$ cat config.mk
export PLATFORM = sky130hd
export DESIGN_NAME = arp_cache_responder_core
export DESIGN_NICKNAME = d
export VERILOG_FILES = /design/src/arpc_pkg.sv /design/src/arp_cache_responder_core.sv /design/src/arpc_ram.sv
export SDC_FILE = /design/constraint.sdc
export NUM_CORES = 2
export LEC_CHECK = 0
export ABC_AREA = 1
export BUFFER_PORTS_ARGS = -buffer_cell sky130_fd_sc_hd__buf_2
export CAP_MARGIN = 20
export CORE_MARGIN = 2
export CORE_UTILIZATION = 41
export DETAILED_ROUTE_END_ITERATION = 12
export GPL_TIMING_DRIVEN = 0
export PLACE_DENSITY = 0.62
export RECOVER_POWER = 100
export REMOVE_ABC_BUFFERS = 1
export SYNTH_ARGS = -nofsm -noshare
export SYNTH_HDL_FRONTEND = slang
export SYNTH_SLANG_ARGS = --single-unit
$ cat constraint.sdc
create_clock -name clk -period 5.8 [get_ports clk]
set_clock_uncertainty 0.1 [all_clocks]
set_input_delay 1.74 -clock clk [delete_from_list [all_inputs] [get_ports clk]]
set_output_delay 1.74 -clock clk [all_outputs]
set_load 0.01 [all_outputs]
$ cat src/arpc_pkg.sv
// arpc_pkg: shared types and constants for the arp cache responder
// no dependencies
package arpc_pkg;

  localparam int TABLE_ENTRIES = 16;
  localparam int IDX_W = $clog2(TABLE_ENTRIES);
  localparam int CNT_W = $clog2(TABLE_ENTRIES + 1);

  localparam logic [1:0] OP_RX = 2'd0;
  localparam logic [1:0] OP_LOOKUP = 2'd1;
  localparam logic [1:0] OP_REG = 2'd2;

  localparam logic [1:0] ST_OK = 2'd0;
  localparam logic [1:0] ST_NOT_OURS = 2'd1;
  localparam logic [1:0] ST_PENDING = 2'd2;
  localparam logic [1:0] ST_FULL = 2'd3;

  localparam logic [1:0] ARP_REQ = 2'd1;
  localparam logic [1:0] ARP_REPLY = 2'd2;

  localparam logic CFG_OWN_IP = 1'b0;
  localparam logic CFG_OWN_MAC = 1'b1;

  typedef enum logic [2:0] {
    S_IDLE,
    S_SEARCH,
    S_DECIDE,
    S_READMAC,
    S_OUT
  } state_t;

endpackage

$ cat src/arp_cache_responder_core.sv
// arp_cache_responder_core: arp cache with automatic request/reply generation
// depends on arpc_pkg and arpc_ram
//
// usage: one input beat in (valid/ready), one result beat out per input beat.
// opcode 0 takes a received arp payload, 1 looks up peer_ip, 2 registers
// peer_ip to peer_mac. own_ip and own_mac are written on the cfg port
// (cfg_index 0 and 1); the user must write them only while the block is
// idle; the block does not enforce it. entries fill from the lowest index
// and are never evicted, so the used entries are always indexes 0..count-1.
// the key search reads the ip memory one entry a cycle over the used entries
// only (count = used entries, at most TABLE_ENTRIES), through its single
// read port, and stops on a hit. a beat then goes to decide, reads the mac
// memory on a lookup hit of a resolved entry, and waits as a result beat.
// one beat is processed at a time: the next input beat can be taken in the
// cycle after the result beat is accepted.
// reset clears the fill count and resolved flags; no clearing pass.
// a stalled receiver holds the result, and no new input is taken until it
// is taken.
module arp_cache_responder_core
  import arpc_pkg::*;
(
  input  logic        clk,
  input  logic        rst,
  input  logic        cfg_we,
  input  logic        cfg_index,
  input  logic [47:0] cfg_data,
  input  logic        in_valid,
  output logic        in_ready,
  input  logic [1:0]  opcode,
  input  logic [15:0] payload_bytes,
  input  logic [15:0] hw_type,
  input  logic [15:0] proto_type,
  input  logic [7:0]  hw_addr_len,
  input  logic [7:0]  proto_addr_len,
  input  logic [15:0] arp_oper,
  input  logic [47:0] peer_mac,
  input  logic [31:0] peer_ip,
  input  logic [31:0] asked_ip,
  output logic        out_valid,
  input  logic        out_ready,
  output logic [1:0]  status,
  output logic [47:0] result_mac,
  output logic        send_frame,
  output logic [1:0]  frame_oper,
  output logic [47:0] frame_dest_mac,
  output logic [47:0] frame_target_mac,
  output logic [31:0] frame_target_ip
);

  state_t state, state_next;
  logic [31:0] own_ip;
  logic [47:0] own_mac;
  logic [CNT_W-1:0] count;
  logic [TABLE_ENTRIES-1:0] resolved;

  logic [1:0]  op_q;
  logic        valid_q;
  logic        req_q;
  logic [47:0] mac_q;
  logic [31:0] ip_q;
  logic [CNT_W-1:0] scan;
  logic        rd_pend;
  logic [IDX_W-1:0] rd_idx;
  logic        found;
  logic [IDX_W-1:0] hit_idx;

  logic ip_we, mac_we;
  logic [IDX_W-1:0] ip_raddr, mac_raddr, wr_idx;
  logic [31:0] ip_rdata;
  logic [47:0] mac_rdata;

  logic full;

  assign in_ready = (state == S_IDLE);
  assign out_valid = (state == S_OUT);
  assign full = (count == CNT_W'(TABLE_ENTRIES));
  assign ip_raddr = scan[IDX_W-1:0];
  assign mac_raddr = hit_idx;

  arpc_ram #(.WIDTH(32), .DEPTH(TABLE_ENTRIES)) u_ip_ram (
    .clk(clk), .we(ip_we), .waddr(wr_idx), .wdata(ip_q),
    .raddr(ip_raddr), .rdata(ip_rdata)
  );

  arpc_ram #(.WIDTH(48), .DEPTH(TABLE_ENTRIES)) u_mac_ram (
    .clk(clk), .we(mac_we), .waddr(wr_idx), .wdata(mac_q),
    .raddr(mac_raddr), .rdata(mac_rdata)
  );

  // learn or allocate decision
  logic do_learn, do_alloc;
  always_comb begin
    do_learn = (op_q == OP_RX && valid_q) || op_q == OP_REG;
    do_alloc = (op_q == OP_LOOKUP) && !found && !full;
    wr_idx = found ? hit_idx : count[IDX_W-1:0];
    ip_we = (state == S_DECIDE) && !found && !full && (do_learn || do_alloc);
    mac_we = (state == S_DECIDE) && do_learn && (found || !full);
  end

  always_comb begin
    state_next = state;
    case (state)
      S_IDLE: if (in_valid) state_next = S_SEARCH;
      S_SEARCH: if (found || (!rd_pend && scan >= count)) state_next = S_DECIDE;
      S_DECIDE: state_next = (op_q == OP_LOOKUP && found && resolved[hit_idx])
                             ? S_READMAC : S_OUT;
      S_READMAC: state_next = S_OUT;
      S_OUT: if (out_ready) state_next = S_IDLE;
      default: state_next = S_IDLE;
    endcase
  end

  always_ff @(posedge clk) begin
    if (rst) begin
      state <= S_IDLE;
      own_ip <= '0;
      own_mac <= '0;
      count <= '0;
      resolved <= '0;
      rd_pend <= 1'b0;
      found <= 1'b0;
    end else begin
      state <= state_next;
      if (cfg_we) begin
        if (cfg_index == CFG_OWN_IP) own_ip <= cfg_data[31:0];
        else own_mac <= cfg_data;
      end
      case (state)
        S_IDLE: begin
          rd_pend <= 1'b0;
          found <= 1'b0;
          scan <= '0;
        end
        S_SEARCH: begin
          if (rd_pend && ip_rdata == ip_q) begin
            found <= 1'b1;
            hit_idx <= rd_idx;
            rd_pend <= 1'b0;
          end else if (!found) begin
            rd_pend <= (scan < count);
            rd_idx <= scan[IDX_W-1:0];
            if (scan < count) scan <= scan + CNT_W'(1);
          end
        end
        S_DECIDE: begin
          if (ip_we) count <= count + CNT_W'(1);
          if (mac_we) resolved[wr_idx] <= 1'b1;
          else if (ip_we) resolved[wr_idx] <= 1'b0;
        end
        default: ;
      endcase
    end
  end

  // input capture and result register
  always_ff @(posedge clk) begin
    if (state == S_IDLE && in_valid) begin
      op_q <= opcode;
      valid_q <= payload_bytes >= 16'd28 && hw_type == 16'd1 &&
                 proto_type == 16'h0800 && hw_addr_len == 8'd6 &&
                 proto_addr_len == 8'd4;
      req_q <= arp_oper == 16'd1 && asked_ip == own_ip;
      mac_q <= peer_mac;
      ip_q <= peer_ip;
    end
    if (state == S_DECIDE) begin
      status <= ST_NOT_OURS;
      result_mac <= '0;
      send_frame <= 1'b0;
      frame_oper <= '0;
      frame_dest_mac <= '0;
      frame_target_mac <= '0;
      frame_target_ip <= '0;
      case (op_q)
        OP_RX: if (valid_q) begin
          if (!found && full) status <= ST_FULL;
          else begin
            status <= ST_OK;
            if (req_q) begin
              send_frame <= 1'b1;
              frame_oper <= ARP_REPLY;
              frame_dest_mac <= mac_q;
              frame_target_mac <= mac_q;
              frame_target_ip <= ip_q;
            end
          end
        end
        OP_LOOKUP: begin
          if (found) status <= resolved[hit_idx] ? ST_OK : ST_PENDING;
          else if (full) status <= ST_FULL;
          else begin
            status <= ST_PENDING;
            send_frame <= 1'b1;
            frame_oper <= ARP_REQ;
            frame_dest_mac <= '1;
            frame_target_ip <= ip_q;
          end
        end
        OP_REG: status <= (!found && full) ? ST_FULL : ST_OK;
        default: ;
      endcase
    end
    if (state == S_READMAC) result_mac <= mac_rdata;
  end

  // own_mac is sender of emitted frames, not an output field
  logic unused_own_mac;
  assign unused_own_mac = ^own_mac;

  a_count_max: assert property (@(posedge clk) disable iff (rst)
    count <= CNT_W'(TABLE_ENTRIES))
    else $error("fill count overflow");
  a_one_beat: assert property (@(posedge clk) disable iff (rst)
    !(in_ready && out_valid))
    else $error("input taken while result waits");
  a_count_step: assert property (@(posedge clk) disable iff (rst)
    count != $past(count) |-> $past(state) == S_DECIDE)
    else $error("count changed outside decide");
  a_frame_ok: assert property (@(posedge clk) disable iff (rst)
    out_valid && send_frame |-> status == ST_OK || status == ST_PENDING)
    else $error("frame with bad status");

endmodule

$ cat src/arpc_ram.sv
// arpc_ram: generic single write, single read ram with registered read
// no dependencies
module arpc_ram #(
  parameter int WIDTH = 8,
  parameter int DEPTH = 16
) (
  input  logic                     clk,
  input  logic                     we,
  input  logic [$clog2(DEPTH)-1:0] waddr,
  input  logic [WIDTH-1:0]         wdata,
  input  logic [$clog2(DEPTH)-1:0] raddr,
  output logic [WIDTH-1:0]         rdata
);

  logic [WIDTH-1:0] mem [DEPTH];

  always_ff @(posedge clk) begin
    if (we) begin
      mem[waddr] <= wdata;
    end
    rdata <= mem[raddr];
  end

endmodule

After elaboration in Yosys (flattened, before gate mapping)
Memory sizes are Yosys's and may differ from the RTL's. A register that Yosys moved wholly into a read port is not among the register bits.
Index checks and enable logic that the tools add are counted.
{"block": "op_classes", "addsub": 2, "n_lt_le_gt_ge": 6, "eq_ne": 22, "n_mux": 57, "bitwise_logic": 7, "n_reduce_logical": 41}
{"cell": "$mux 48", "n": 7}
{"cell": "$mux 32", "n": 5}
{"cell": "$pmux 48 s2", "n": 1}
{"cell": "$eq 32x32->1", "n": 2}
{"cell": "$pmux 32 s2", "n": 1}
{"cell": "$eq 16x1->1 const B", "n": 2}
{"cell": "$mux 16", "n": 2}
{"cell": "$logic_and 1x1->1", "n": 20}
{"cell": "$mux 1", "n": 17}
{"cell": "$and 16x16->16", "n": 1}
{"cell": "$eq 16x12->1 const B", "n": 1}
{"cell": "$eq 8x3->1 const B", "n": 2}
{"cell": "$ge 16x5->1 const B", "n": 1}
{"cell": "$not 16->16", "n": 1}
{"cell": "$or 16x16->16", "n": 1}
{"cell": "$mux 5", "n": 3}
{"cell": "$pmux 3 s5", "n": 1}
{"cell": "$mux 2", "n": 7}
{"cell": "$mux 3", "n": 4}
{"cell": "$ne 2x2->1 const B", "n": 6}
{"cell": "$add 5x1->5 const B", "n": 2}
{"cell": "$lt 4x5->1 const B", "n": 2}
{"cell": "$pmux 5 s2", "n": 1}
{"cell": "$reduce_and 2->1", "n": 5}
{"cell": "other kinds (26)", "n": 40}
{"block": "totals", "reg_bits": 336, "mem_bits_rw": 1280, "inputBits": 248, "output_inout_bits": 183, "elab_cells": 158, "mem_count": 2}
{"memory": "u_mac_ram.mem", "depth": 16, "width": 48, "read_ports": 1, "rd_ports_with_merged_regs": 1, "wr": 1, "line_no": "arpc_ram.sv:15", "text": "logic [WIDTH-1:0] mem [DEPTH];"}
{"memory": "u_ip_ram.mem", "depth": 16, "width": 32, "read_ports": 1, "rd_ports_with_merged_regs": 1, "wr": 1, "line_no": "arpc_ram.sv:15"}

Longest topological paths before layout
{"block": "logic_depth", "word_depth": 9, "depth_mapped": 14, "mapped_depth_nobuf": 12}

Cells and area by module
From an unflattened synthesis, not the netlist that was laid out.
{"block": "unflattened", "hier_cells": 6548, "area_unflattened_um2": 70438.8}
{"mod": "arpc_ram (u_mac_ram)", "instances": 1, "cells_per_inst": 3165, "area_each_um2": 33988.8, "seq_area_each_um2": 24023.0}
{"mod": "arpc_ram (u_ip_ram)", "instances": 1, "cells_per_inst": 2120, "area_each_um2": 22744.3, "seq_area_each_um2": 16015.4}
{"mod": "arp_cache_responder_core", "instances": 1, "cells_per_inst": 1263, "area_each_um2": 13705.6, "seq_area_each_um2": 9509.1}

Worst setup path after synthesis
Ideal clock, no wire load.
{"block": "synth_path", "path_kind": "input to register", "start": "in in_valid", "end": "reg ip_q[0], enable pin", "setup_time_ps": 527, "arrival_ps": 5252, "slack_ps": -80, "path_stages": 2, "path_cell_list": "inv_1 > nor2_1"}
{"block": "synth_between", "elab_chain_len": 1}
{"element": "from (decl)", "line_no": "arp_cache_responder_core.sv:27", "text": "input logic in_valid,"}
{"element": "$logic_and 1x1->1", "line_no": "arp_cache_responder_core.sv:157", "text": "if (state == S_IDLE && in_valid) begin"}
{"element": "to (signal assigned)", "line_no": "arp_cache_responder_core.sv:164", "text": "ip_q <= peer_ip;"}
{"element": "to (decl)", "line_no": "arp_cache_responder_core.sv:60", "text": "logic [31:0] ip_q;"}
Every way passes these cells.
A chain may end at the register's enable or synchronous reset.

Worst setup path after layout
{"block": "layout_path", "start": "reg state[2]", "end": "reg result_mac[5], enable pin"}
{"block": "layout_between", "elab_chain_len": 2, "elab_cells_between_ends": 3, "cone_classes": "eq/ne: 2; reduce/logical: 1"}
{"element": "from (decl)", "line_no": "arp_cache_responder_core.sv:50", "text": "state_t state, state_next;"}
{"element": "from (signal assigned)", "line_no": "arp_cache_responder_core.sv:123", "text": "state <= state_next;"}
{"element": "$eq 3x2->1 (on tied branches)", "line_no": "arp_cache_responder_core.sv:166, arp_cache_responder_core.sv:203"}
{"element": "$reduce_bool 2->1 (no source line) (*)"}
{"element": "to (signal assigned)", "line_no": "arp_cache_responder_core.sv:203", "text": "if (state == S_READMAC) result_mac <= mac_rdata;"}
{"element": "to (decl)", "line_no": "arp_cache_responder_core.sv:42", "text": "output logic [47:0] result_mac,"}
Every way passes the cells marked *; elsewhere a longest branch is shown, timed or not.

==> flow_summary.yaml <==
clocking:
  cts_tree: "built"
  cts_setup_buffers: 0
  cts_resized: 0
  cts_root_buf: "clkbuf_16"
  insertion_delay_ns: 0.82
  cts_num_sinks: 1696
  cts_max_path_buffers: 3
  htree_levels: 4
  holdBufCountCts: 0
  clk_pin_slew_ns: 0.06
  cts_made_buffers: 173
synth:
  ys_top_cells_by_area: "edfxtp_1 (72%), nor2_1 (5.5%), o21ai_0 (4.7%)"
  syn_inst: 4849
  synth_top_cell_area_share_pct: 71.8
  yosys_warnings: 0
  synth_common_cells: "edfxtp_1 (1558), nor2_1 (962), o21ai_0 (609)"
  synthArstFlopShare_pct: 0
  ys_ff_latch: 1696
  yosysMostFrequentCell: "edfxtp_1"
  synth_flop_cell: "edfxtp_1"
  synth_edf_count: 1558
  synth_cell_types: 48
  syn-cell-area_um2: 65200
  syn_area_per_cell_um2: 13.4
  seq_area_frac_synth_pct: 76.0
  yosysTopAreaCell: "edfxtp_1"
place:
  post-place-cells: 7178
  gp_congestion: 0.870
  portBuffers: 412
  hpwl_um: 103000
setup_path:
  r2r_end: "result_mac[5]$_SDFFCE_PP0P_"
  cp-end-kind: "flip-flop"
  arrival_ns: 5.39
  worst-endpoint-required_ns: 6.20
  crit_fanout: 33
  startpoint: "state[2]$_SDFFE_PP0P_"
  reg2regPathDepth: 5
  cp-start-kind: "flip-flop"
  r2r_start: "state[2]$_SDFFE_PP0P_"
  reg2reg_slack_ns: 0.80
  crit_type: "reg2reg"
sta:
  drv_slew: 602
  final.min_clock_period_ns: 5.00
  relSlewSlack_pct: -85.0
  period_share_pct: 86.1
  rsz0062_at_grt: "no"
  finalSetupViolations: 0
  setup-tns-final_ns: 0
  max_freq_ghz: 0.200
  worst_pin_slew_ns: 2.78
  finalHoldViolations: 0
detailed_routing:
  wire_per_inst_um: 22.7
  finalWirelength_um: 171000
  drtPass1Iterations: 6
  route.detailed.drc: 0
  vias: 41000
  via_per_inst: 5.47
  drt_iter0_drc: 4188
  ant_nets: 0
pwr:
  p_leak_nw: 26.2
  ir_worst_vdd_mv: 0.300
  finalPower_mw: 30.5
  p_per_area_nw_per_um2: 396
floorplanning:
  die_h_um: 403
  start_util_pct: 41.2
  die_w_um: 403
  ios: 431
  coreArea_um2: 158000
  die-area_um2: 162000
  num_rows: 146
finish:
  syn_to_final_growth_pct: 18.2
  drive_gt1_share_pct: 12.1
  final_core_util_pct: 48.7
  fillCellCount: 13600
  finalNetCount: 5537
  num_antenna_cells: 0
  stdcell_count: 7504
worst_hold_path:
  hold_path_end: "hit_idx[1]$_DFFE_PP_"
  hold_depth: 0
  hold_path_class: "reg2reg"
  min_from: "rd_idx[1]$_DFFE_PP_"
global_routing:
  grt_pass1_wl_um: 251000
  grt.overflow.total: 0
  grt_max_degree: 198
  grt_pass1_vias: 40000
  grt_antenna_before_repair: 8
  gr-usage-all-layers_pct: 20.6
status:
  status: "finished with violations"
  violations: "capacitance limit, slew limit"
flow_run:
  cap_viol_max_count: 20
per-stage QoR:
stage,instance area (um^2),hold WS (ns),setup slack (ns)
after global placement,68500,0.305,-24.12
after CTS,77900,0.325,1.47
after global routing,77100,0.335,0.651
after floorplan,63800,0.300,-8.56
after detailed placement,72100,0.305,1.52
final,77100,0.325,0.805
per-layer routing:
metal / wire length, um / GRT usage, % / share of wire (%) / vias up
li1: - / - / - / 18700
met1: 70100 / 27.0 / 41 / 20400
met2: 83300 / 34.8 / 49 / 1644
met3: 11800 / 3.63 / 6.9 / 313
met4: 5280 / 6.96 / 3.1 / 4
met5: 24 / 0 / 0.014 / -
cells by family (layout without fill, tap and decap cells):
kind of cell | Yosys count | after routing | synth area share, %
flip-flops | 1696 | 1696 | 76.0
AND/OR/NAND/NOR | 1501 | 1501 | 9.41
AO/OA/AOI/OAI | 1029 | 1029 | 9.89
buffers and inverters | 547 | 1130 | 3.53
multiplexers | 51 | 51 | 0.783
XOR/XNOR | 17 | 17 | 0.228
adder cells (fa/ha/maj) | 8 | 8 | 0.154
worst max-delay path by stage:
stage	endpoint	depth (start not counted)
final	result_mac[5]$_SDFFCE_PP0P_	5
after global routing	result_mac[5]$_SDFFCE_PP0P_	5
after CTS	u_mac_ram.mem[11][43]$_DFFE_PP_	9
after detailed placement	u_mac_ram.mem[11][11]$_DFFE_PP_	9
after global placement	u_ip_ram.mem[13][7]$_DFFE_PP_	6
after floorplan	u_ip_ram.mem[3][0]$_DFFE_PP_	8
registers in the layout, summed over array words and instances, names as in the netlist, 48 cells and up, named ones only:
signal and count:
u_mac_ram.mem 768, u_mac_ram.rdata 48, u_ip_ram.mem 512, frame_target_mac 48
mac_q 48, frame_dest_mac 48, result_mac 48
worst max-delay path, stage by stage (launching register included):
cell	delay (ns)
dfxtp_1	0.36
inv_1	0.09
nand3_1	1.13
clkbuf_1	1.33
nand2_1	1.14
buf_12	0.48
cell usage in the layout, fill, tap and decap left out, types with 5 or more instances in the layout:
cell type | netlist | layout
a21oi_1 | 19 | 19
buf_16 | 0 | 72
clkbuf_1 | 182 | 268
nor2_4 | 5 | 22
nor2_2 | 26 | 11
o32ai_1 | 78 | 78
nor4_1 | 18 | 18
nand4_1 | 20 | 21
inv_1 | 231 | 235
a22o_1 | 5 | 5
mux2i_1 | 51 | 51
clkbuf_16 | 0 | 175
nor3_1 | 12 | 13
clkinv_16 | 0 | 6
xor2_1 | 5 | 5
edfxtp_1 | 1558 | 1558
inv_2 | 21 | 10
clkinv_2 | 1 | 26
o211ai_1 | 59 | 59
xnor2_1 | 12 | 12
bufinv_16 | 0 | 9
buf_12 | 0 | 42
clkbuf_2 | 0 | 7
ha_1 | 8 | 8
o21ai_0 | 609 | 610
nand2_1 | 295 | 297
o221ai_1 | 197 | 197
nand3_1 | 133 | 134
nor2_1 | 962 | 960
clkbuf_8 | 0 | 24
or2_2 | 10 | 10
buf_2 | 70 | 213
clkinv_1 | 1 | 17
o22ai_1 | 52 | 52
dfxtp_1 | 138 | 138
where the power goes:
part           switching [mW]  internal, mW
combinational            2.74          1.44
sequential              0.787          14.5
clock                    4.72          6.35
area by class of cell:
cell class	count	area, um^2	area share (%)
multi-input combinational	2606	13400	17.4
inverter	254	992	1.29
clock inverter	71	831	1.08
clock buffer	255	4920	6.38
tap	2072	2590	3.36
timing repair buffer	550	4780	6.20
sequential	1696	49500	64.3
No activity file was read; power rests on OpenSTA's default activity.
